## src/hdl/plfr_pkg.sv

```systemverilog
`timescale 1ns / 1ps

package plfr_pkg;

    // Item modes
    localparam logic [2:0] MODE_CLEAR    = 3'd0;
    localparam logic [2:0] MODE_KEY      = 3'd1;
    localparam logic [2:0] MODE_END_KEY  = 3'd2;
    localparam logic [2:0] MODE_TEXT     = 3'd3;
    localparam logic [2:0] MODE_END_TEXT = 3'd4;

    localparam int GRID_SIDE  = 5;
    localparam int GRID_CELLS = 25;
    localparam int ALPHA_LEN  = 26;

    localparam logic [4:0] IDX_I       = 5'd8;
    localparam logic [4:0] IDX_J       = 5'd9;
    localparam logic [4:0] IDX_Z       = 5'd25;
    localparam logic [4:0] PAD_RESET   = 5'd23;
    localparam logic [4:0] LAST_LETTER = 5'd25;

    localparam logic [6:0] ASCII_A = 7'd65;
    localparam logic [7:0] UPPER_A = 8'h41;
    localparam logic [7:0] UPPER_Z = 8'h5A;
    localparam logic [7:0] LOWER_A = 8'h61;
    localparam logic [7:0] LOWER_Z = 8'h7A;

    // Register index decoded from paddr[2]
    localparam logic REG_PAD = 1'b0;

    typedef logic [4:0] letter_t;
    typedef logic [4:0] cell_t;
    typedef logic [2:0] coord_t;

    typedef struct packed {
        logic    take;        // item accepted this cycle
        logic    walk_en;     // end-of-key fill step
        letter_t walk_letter; // letter tried by the fill step
        logic    load;        // move looked-up pair into output buffer
    } cmd_t;

    typedef struct packed {
        logic pair_req;   // item on the input makes a cipher pair
        logic end_key;    // item on the input is end of key
        logic buf_empty;  // output buffer drained
    } sts_t;

    function automatic coord_t cell_row(cell_t c);
        coord_t r;
        if (c < 5'd5)       r = 3'd0;
        else if (c < 5'd10) r = 3'd1;
        else if (c < 5'd15) r = 3'd2;
        else if (c < 5'd20) r = 3'd3;
        else                r = 3'd4;
        return r;
    endfunction

    function automatic cell_t row_base(coord_t r);
        return {r, 2'b00} + {2'b00, r};
    endfunction

    function automatic coord_t cell_col(cell_t c);
        cell_t d;
        d = c - row_base(cell_row(c));
        return d[2:0];
    endfunction

    function automatic cell_t cell_at(coord_t r, coord_t c);
        return row_base(r) + {2'b00, c};
    endfunction

    function automatic coord_t wrap_next(coord_t v);
        return (v == 3'(GRID_SIDE - 1)) ? 3'd0 : v + 3'd1;
    endfunction

endpackage

```

## src/hdl/plfr_ctrl.sv

```systemverilog
`timescale 1ns / 1ps

module plfr_ctrl (
    input  logic           clk,
    input  logic           rst_n,
    input  logic           item_valid,
    output logic           item_ready,
    input  plfr_pkg::sts_t sts,
    output plfr_pkg::cmd_t cmd
);
    import plfr_pkg::*;

    typedef enum logic [1:0] {
        ST_IDLE,
        ST_FILL,
        ST_MAP,
        ST_LOAD
    } state_t;

    state_t  state_reg, state_next;
    letter_t walk_reg, walk_next;
    logic    ready_reg;

    always_comb
    begin
        state_next       = state_reg;
        walk_next        = walk_reg;
        cmd              = '0;
        cmd.walk_letter  = walk_reg;
        unique case (state_reg)
            ST_IDLE:
            begin
                cmd.take = item_valid && ready_reg;
                if (cmd.take)
                begin
                    if (sts.end_key)
                    begin
                        state_next = ST_FILL;
                        walk_next  = '0;
                    end
                    else if (sts.pair_req)
                    begin
                        state_next = ST_MAP;
                    end
                end
            end
            ST_FILL:
            begin
                cmd.walk_en = 1'b1;
                if (walk_reg == LAST_LETTER)
                    state_next = ST_IDLE;
                else
                    walk_next = walk_reg + 5'd1;
            end
            ST_MAP:
            begin
                state_next = ST_LOAD;
            end
            ST_LOAD:
            begin
                // wait for the previous pair to drain
                if (sts.buf_empty)
                begin
                    cmd.load   = 1'b1;
                    state_next = ST_IDLE;
                end
            end
            default:
            begin
                state_next = ST_IDLE;
            end
        endcase
    end

    always_ff @(posedge clk or negedge rst_n)
    begin
        if (!rst_n)
        begin
            state_reg <= ST_IDLE;
            walk_reg  <= '0;
            ready_reg <= 1'b0;
        end
        else
        begin
            state_reg <= state_next;
            walk_reg  <= walk_next;
            ready_reg <= (state_next == ST_IDLE);
        end
    end

    assign item_ready = ready_reg;

endmodule

```

## src/hdl/plfr_datapath.sv

```systemverilog
`timescale 1ns / 1ps

module plfr_datapath (
    input  logic           clk,
    input  logic           rst_n,
    input  logic [2:0]     mode,
    input  logic [7:0]     symbol,
    input  logic [4:0]     pad_letter,
    input  plfr_pkg::cmd_t cmd,
    output plfr_pkg::sts_t sts,
    input  logic           result_ready,
    output logic           result_valid,
    output logic [6:0]     cipher_letter,
    output logic           pair_second,
    output logic           message_done
);
    import plfr_pkg::*;

    localparam logic [ALPHA_LEN-1:0] USED_RESET = ALPHA_LEN'(1) << IDX_J;

    // grid stores
    letter_t letter_at_cell_mem [GRID_CELLS];
    cell_t   cell_of_letter_mem [ALPHA_LEN];

    logic [ALPHA_LEN-1:0] used_reg, used_next;
    cell_t                fill_reg, fill_next;
    letter_t              held_letter_reg, held_letter_next;
    logic                 held_valid_reg, held_valid_next;
    logic                 pend_done_reg, pend_done_next;
    logic [1:0]           ob_cnt_reg, ob_cnt_next;

    cell_t   ca_reg, cb_reg;
    letter_t la_reg, lb_reg;
    letter_t ob0_reg, ob1_reg;
    logic    ob_done_reg;

    letter_t sym_letter;
    logic    sym_ok;
    letter_t pad_idx;
    letter_t rd_a, rd_b;
    letter_t place_letter;
    logic    place_try, place_en;
    coord_t  r1, c1, r2, c2;
    cell_t   o1, o2;
    letter_t out_sel;

    // normalize the input byte
    always_comb
    begin
        sym_letter = '0;
        sym_ok     = 1'b0;
        if (symbol >= UPPER_A && symbol <= UPPER_Z)
        begin
            sym_ok     = 1'b1;
            sym_letter = 5'(symbol - UPPER_A);
        end
        else if (symbol >= LOWER_A && symbol <= LOWER_Z)
        begin
            sym_ok     = 1'b1;
            sym_letter = 5'(symbol - LOWER_A);
        end
        if (sym_letter == IDX_J)
            sym_letter = IDX_I;
    end

    // pad clamps to Z, J folds to I
    always_comb
    begin
        pad_idx = (pad_letter > IDX_Z) ? IDX_Z : pad_letter;
        if (pad_idx == IDX_J)
            pad_idx = IDX_I;
    end

    assign sts.pair_req  = held_valid_reg &&
                           ((mode == MODE_TEXT && sym_ok) || mode == MODE_END_TEXT);
    assign sts.end_key   = (mode == MODE_END_KEY);
    assign sts.buf_empty = (ob_cnt_reg == 2'd0);

    assign rd_a = held_letter_reg;
    assign rd_b = (mode == MODE_TEXT && sym_letter != held_letter_reg) ? sym_letter : pad_idx;

    // key placement
    assign place_letter = cmd.walk_en ? cmd.walk_letter : sym_letter;
    assign place_try    = cmd.walk_en || (cmd.take && mode == MODE_KEY && sym_ok);
    assign place_en     = place_try && !used_reg[place_letter] &&
                          (fill_reg < 5'(GRID_CELLS));

    always_comb
    begin
        used_next        = used_reg;
        fill_next        = fill_reg;
        held_letter_next = held_letter_reg;
        held_valid_next  = held_valid_reg;
        pend_done_next   = pend_done_reg;
        ob_cnt_next      = ob_cnt_reg;

        if (place_en)
        begin
            used_next[place_letter] = 1'b1;
            fill_next               = fill_reg + 5'd1;
        end

        if (cmd.take)
        begin
            pend_done_next = (mode == MODE_END_TEXT);
            case (mode)
                MODE_CLEAR:
                begin
                    used_next       = USED_RESET;
                    fill_next       = '0;
                    held_valid_next = 1'b0;
                end
                MODE_TEXT:
                begin
                    if (sym_ok)
                    begin
                        if (!held_valid_reg)
                        begin
                            held_letter_next = sym_letter;
                            held_valid_next  = 1'b1;
                        end
                        else if (sym_letter != held_letter_reg)
                        begin
                            held_valid_next = 1'b0;
                        end
                    end
                end
                MODE_END_TEXT:
                begin
                    held_valid_next = 1'b0;
                end
                default:
                begin
                end
            endcase
        end

        if (cmd.load)
            ob_cnt_next = 2'd2;
        else if (result_valid && result_ready)
            ob_cnt_next = ob_cnt_reg - 2'd1;
    end

    always_ff @(posedge clk or negedge rst_n)
    begin
        if (!rst_n)
        begin
            used_reg        <= USED_RESET;
            fill_reg        <= '0;
            held_letter_reg <= '0;
            held_valid_reg  <= 1'b0;
            pend_done_reg   <= 1'b0;
            ob_cnt_reg      <= '0;
        end
        else
        begin
            used_reg        <= used_next;
            fill_reg        <= fill_next;
            held_letter_reg <= held_letter_next;
            held_valid_reg  <= held_valid_next;
            pend_done_reg   <= pend_done_next;
            ob_cnt_reg      <= ob_cnt_next;
        end
    end

    // cell lookup, registered at accept
    always_ff @(posedge clk)
    begin
        if (place_en)
            cell_of_letter_mem[place_letter] <= fill_reg;
        if (cmd.take)
        begin
            ca_reg <= cell_of_letter_mem[rd_a];
            cb_reg <= cell_of_letter_mem[rd_b];
        end
    end

    // row, column and rectangle rules
    always_comb
    begin
        r1 = cell_row(ca_reg);
        c1 = cell_col(ca_reg);
        r2 = cell_row(cb_reg);
        c2 = cell_col(cb_reg);
        if (r1 == r2)
        begin
            o1 = cell_at(r1, wrap_next(c1));
            o2 = cell_at(r2, wrap_next(c2));
        end
        else if (c1 == c2)
        begin
            o1 = cell_at(wrap_next(r1), c1);
            o2 = cell_at(wrap_next(r2), c2);
        end
        else
        begin
            o1 = cell_at(r1, c2);
            o2 = cell_at(r2, c1);
        end
    end

    always_ff @(posedge clk)
    begin
        if (place_en)
            letter_at_cell_mem[fill_reg] <= place_letter;
        la_reg <= letter_at_cell_mem[o1];
        lb_reg <= letter_at_cell_mem[o2];
    end

    // two-entry output buffer
    always_ff @(posedge clk)
    begin
        if (cmd.load)
        begin
            ob0_reg     <= la_reg;
            ob1_reg     <= lb_reg;
            ob_done_reg <= pend_done_reg;
        end
    end

    assign out_sel       = (ob_cnt_reg == 2'd2) ? ob0_reg : ob1_reg;
    assign result_valid  = (ob_cnt_reg != 2'd0);
    assign cipher_letter = ASCII_A + {2'b00, out_sel};
    assign pair_second   = (ob_cnt_reg == 2'd1);
    assign message_done  = pair_second && ob_done_reg;

endmodule

```

## src/hdl/playfair_cipher_encryptor_unit.sv

```systemverilog
`timescale 1ns / 1ps
// Clear key, key byte and non-pairing text items are taken back to back.
// End key: an accept, then a walk over A..Z in the fill sequencer.
// Pairing text or end text steps through accept/cell lookup, grid read and buffer load;
//   the load waits while the previous pair drains, one letter per transaction.
// Reset (rst_n, async, active low) clears control, key usage, fill count and
//   the open pair; pad_letter returns to X. Grid stores are not cleared.
module playfair_cipher_encryptor_unit (
    input  logic        clk,
    input  logic        rst_n,
    // configuration port
    input  logic        psel,
    input  logic        penable,
    input  logic        pwrite,
    input  logic [2:0]  paddr,
    input  logic [31:0] pwdata,
    output logic [31:0] prdata,
    output logic        pready,
    // input items
    input  logic        item_valid,
    output logic        item_ready,
    input  logic [2:0]  mode,
    input  logic [7:0]  symbol,
    // result items
    output logic        result_valid,
    input  logic        result_ready,
    output logic [6:0]  cipher_letter,
    output logic        pair_second,
    output logic        message_done
);
    import plfr_pkg::*;

    logic [4:0] pad_reg;
    logic       cfg_wr;
    cmd_t       cmd;
    sts_t       sts;

    // pad_letter register at byte address 0; write completes in the access phase
    assign pready = 1'b1;
    assign cfg_wr = psel && penable && pwrite && pready;

    always_ff @(posedge clk or negedge rst_n)
    begin
        if (!rst_n)
            pad_reg <= PAD_RESET;
        else if (cfg_wr && paddr[2] == REG_PAD)
            pad_reg <= pwdata[4:0];
    end

    assign prdata = (paddr[2] == REG_PAD) ? {27'b0, pad_reg} : 32'b0;

    // sequencer: accepts items, walks end-of-key fill, steps the pair lookup
    plfr_ctrl u_ctrl (
        .clk        (clk),
        .rst_n      (rst_n),
        .item_valid (item_valid),
        .item_ready (item_ready),
        .sts        (sts),
        .cmd        (cmd)
    );

    // grid stores, pair state, lookup rules and output buffer
    plfr_datapath u_dp (
        .clk           (clk),
        .rst_n         (rst_n),
        .mode          (mode),
        .symbol        (symbol),
        .pad_letter    (pad_reg),
        .cmd           (cmd),
        .sts           (sts),
        .result_ready  (result_ready),
        .result_valid  (result_valid),
        .cipher_letter (cipher_letter),
        .pair_second   (pair_second),
        .message_done  (message_done)
    );

endmodule

```

## config.mk

```make
export PLATFORM = sky130hd
export DESIGN_NAME = playfair_cipher_encryptor_unit
export DESIGN_NICKNAME = d
export VERILOG_FILES = /design/src/hdl/plfr_pkg.sv /design/src/hdl/plfr_ctrl.sv /design/src/hdl/plfr_datapath.sv /design/src/hdl/playfair_cipher_encryptor_unit.sv
export SDC_FILE = /design/constraint.sdc
export NUM_CORES = 1
export LEC_CHECK = 0
export BUFFER_PORTS_ARGS = -buffer_cell sky130_fd_sc_hd__buf_2
export CAP_MARGIN = 10
export CORE_UTILIZATION = 40
export CTS_CLUSTER_SIZE = 40
export DETAILED_ROUTE_END_ITERATION = 10
export GPL_ROUTABILITY_DRIVEN = 1
export PLACE_DENSITY = 0.61
export SLEW_MARGIN = 20
export SYNTH_ARGS = -nofsm -noshare
export SYNTH_HDL_FRONTEND = slang
export SYNTH_HIERARCHICAL = 1
export SYNTH_SLANG_ARGS = --single-unit
```

## constraint.sdc

```tcl
create_clock -name clk -period 4.3 [get_ports clk]
set_input_delay 0.43 -clock clk [delete_from_list [all_inputs] [get_ports clk]]
set_output_delay 0.43 -clock clk [all_outputs]
set_load 0.02 [all_outputs]
```

==> flow_metrics.tcl <==
set metrics [dict create \
    finalWirelength_um 51200 \
    post_detailed_route_via_to_cell_ratio 5.69 \
    drtIter0Drc 1318 \
    timing_worst_slew_pin_value_ns 0.947 \
    syn_area_um2 18700 \
    synthSimpleGateAreaFrac_pct 12.8 \
    gp_routability_congestion 0.898 \
    instances_no_fill 2351 \
    postSynthCellCount 1560 \
    dpl_worst_slack_ns -0.288 \
    initial_core_util_pct 40.9 \
    post-dp-hpwl_um 36400 \
    tritoncts_clock_tree "built" \
    hold_class "in -> async" \
    pin_count 97 \
    antennaDiodeCount 0 \
    final-setup-viol-count 0 \
    rsz0062_at_grt "true" \
    worst_slack_ns 0.0599 \
    cp_num_buf_inv 4 \
    port-buffer-count 38 \
    cts-root-to-sink-buffers 3 \
    clockRootBuffer "sky130_fd_sc_hd__clkbuf_16" \
    drt_drc_violations_left 0 \
    post_synthesis_average_cell_area_um2 12.0 \
    synthXorXnorAreaFrac_pct 2.01 \
    die_height_um 218 \
    overflow 0 \
    fp.coreArea_um2 45800 \
    synth_top_flop_cell "sky130_fd_sc_hd__edfxtp_1" \
    cpMaxStageDelayCell "sky130_fd_sc_hd__fa_1" \
    gr-usage-all-layers_pct 21.6 \
    final_min_period_over_clock_period_pct 98.6 \
    post-route-min-period_ns 4.24 \
    post-place-cells 2275 \
    grt_pass1_wl_um 77900 \
    share_of_final_layout_standard_cells_stronger_than_drive_strength_1_pct 25.0 \
    crit_fanout 7 \
    tritoncts_num_sinks 339 \
    synth_common_cells "sky130_fd_sc_hd__edfxtp_1 (276), sky130_fd_sc_hd__nand2_1 (220), sky130_fd_sc_hd__mux2i_1 (125)" \
    number_of_flip_flops_in_the_largest_register 130 \
    slew-limit-headroom_pct 36.8 \
    die_area_um2 47600 \
    grt_max_degree 54 \
    final_number_of_max_transition_violations 0 \
    synthToLayoutAreaGrowth_pct 19.3 \
    worstPathRequired_ns 4.75 \
    path_clk_slew_ns 0.06 \
    post_synthesis_adder_cell_area_fraction_pct 4.21 \
    setup_total_negative_slack_ns 0 \
    via_count_of_the_first_global_routing_pass 13100 \
    outcome "completed" \
    synth_edf_count 276 \
    fin_nets 1832 \
    clock_skew_ns 0.0297 \
    yosys-mux-area-fraction_pct 12.8 \
    max-cap-violations 0 \
    ff_latch_area_um2 9820 \
    cpLargestDelayFamily "adder cells" \
    placementRows 78 \
    vias 13400 \
    synth.lib_cells_used.distinct 97 \
    most_instantiated_library_cell_after_synthesis "sky130_fd_sc_hd__edfxtp_1" \
    critPathCaptureType "flip-flop" \
    drt_pre_antenna_iters 6 \
    routed_wire_length_per_instance_um 21.8 \
    fmax_mhz 236 \
    ys_ff_latch 339 \
    synth_top_area_share_pct 44.3 \
    crit_chain "nor2_2 > a21o_1 > o21a_2 > ha_4 > inv_2 > fa_2 > xor2_2 > xnor2_2 > inv_2 > fa_1 > fa_1 > mux2i_1 > mux2_4 > nor2_4 > buf_6 > buf_12 > a32oi_1 > nand4b_1 > nand3_1" \
    grt_antenna_before_repair 1 \
    ant_nets 0 \
    die_x_um 218 \
    clock_latency_ns 0.57 \
    cpPeakStageDelay_ns 0.52 \
    cts.htree.levels 2 \
    synth_compound_gate_area_share_pct 11.1 \
    multiInputGateArea_um2 8620 \
    n_fill_cell 3995 \
    tritoncts.num_buffers 38 \
    main_combinational_cell_family_by_area_after_synthesis "multiplexers" \
    synthArstFlopShare_pct 15.6 \
    yosysTopAreaCell "sky130_fd_sc_hd__edfxtp_1" \
    post_synth_main_area_contributors "sky130_fd_sc_hd__edfxtp_1 (44%), sky130_fd_sc_hd__mux2i_1 (6.7%), sky130_fd_sc_hd__dfrtp_1 (6.4%)" \
    worstPathArrival_ns 4.69 \
    crit_type "reg -> reg" \
    finalHoldViolCount 0 \
    synthesis.yosys.warnings 6 \
    share_of_synthesized_area_occupied_by_flip_flops_and_latches_pct 52.5 \
    critical_path.startpoint_type "flip-flop" \
]
cells by family (layout without fill, tap and decap cells):
logic type / after synthesis / after routing
and+or+nand+nor: 489 / 489
DFF: 339 / 339
muxes: 191 / 191
adders and majority gates: 57 / 57
xor gates and xnor gates: 40 / 40
AOI/OAI and AO/OA: 270 / 270
buffers and inverters: 171 / 336
other: 3 / 29
path summary, 6_finish.rpt:
path | from | to | slack [ns] | cells after the start
worst min-delay path | rst_n | u_dp/used_reg[5] | 0.02 | 2
max in group asynchronous | rst_n | u_dp/held_letter_reg[1] | 3.74 | 2
worst max-delay path | u_dp/ca_reg[1] | u_dp/la_reg[2] | 0.06 | 19
worst max register to register | u_dp/ca_reg[1] | u_dp/la_reg[2] | 0.06 | 19
worst min register to register | u_dp/la_reg[2] | u_dp/ob0_reg[2] | 0.40 | 0
min in group clk | pwdata[1] | pad_reg[1] | 0.10 | 2
cell type report:
| cell class | count | share of cell area (%) |
|---|---|---|
| clock buffer | 50 | 4.79 |
| clock inverter | 19 | 0.678 |
| inverter | 63 | 1.06 |
| multi-input combinational | 1076 | 38.6 |
| sequential | 339 | 44.0 |
| tap | 600 | 3.36 |
| timing repair buffer | 204 | 7.45 |
per-layer routing:
layer	wire [um]	GRT usage (%)
met5	0	0
met4	1120	5.20
met3	3860	3.38
met2	23400	34.0
met1	22700	31.2
cell usage in the layout (no fill, tap or decap), types with 9 or more instances in the layout:
cell type                   instances
sky130_fd_sc_hd__nor2_1            68
sky130_fd_sc_hd__a221oi_1           9
sky130_fd_sc_hd__buf_12            13
sky130_fd_sc_hd__dfxtp_1           10
sky130_fd_sc_hd__inv_1             55
sky130_fd_sc_hd__buf_2             38
sky130_fd_sc_hd__buf_4            141
sky130_fd_sc_hd__clkinv_2           9
sky130_fd_sc_hd__a211oi_1          10
sky130_fd_sc_hd__ha_1              43
sky130_fd_sc_hd__buf_6             10
sky130_fd_sc_hd__xnor2_1           16
sky130_fd_sc_hd__nand4_1           14
sky130_fd_sc_hd__and3_1            30
sky130_fd_sc_hd__clkbuf_16         41
sky130_fd_sc_hd__xor2_1            18
sky130_fd_sc_hd__dfrtp_1           46
sky130_fd_sc_hd__nor2b_1           20
sky130_fd_sc_hd__a32oi_2           14
sky130_fd_sc_hd__nor3_1            16
sky130_fd_sc_hd__mux4_2            35
sky130_fd_sc_hd__nand4b_1           9
sky130_fd_sc_hd__a32oi_1           37
sky130_fd_sc_hd__a211o_1           14
sky130_fd_sc_hd__nand2_1          220
sky130_fd_sc_hd__o21a_1            34
sky130_fd_sc_hd__mux2i_1          118
sky130_fd_sc_hd__a21oi_1           31
sky130_fd_sc_hd__nand3_1           42
sky130_fd_sc_hd__mux2_2            25
sky130_fd_sc_hd__conb_1            29
sky130_fd_sc_hd__edfxtp_1         276
sky130_fd_sc_hd__o21ai_0           19
metrics by stage:
stage / hold WS (ns) / utilization, % / area (um2)
after global placement: 0.391 / 45.0 / 20600
after floorplan: 0.134 / - / 18800
after detailed placement: 0.390 / 45.0 / 20600
after CTS: 0.0309 / 48.0 / 22000
final: 0.0233 / 48.8 / 22300
after global routing: 0.0812 / 48.8 / 22300
repair_timing:
item | CTS | global route
hold buffers | 0 | 0
buffers inserted | 2 | 5
hold endpoints to repair | 0 | 0
pin swaps | 11 | 28
gates cloned | 0 | 1
endpoints found under the setup margin | 10 | 10
resized for setup | 25 | 55
Power is not shown: default switching activity piles up to over one toggle a cycle in this logic, so the estimate is an artifact.
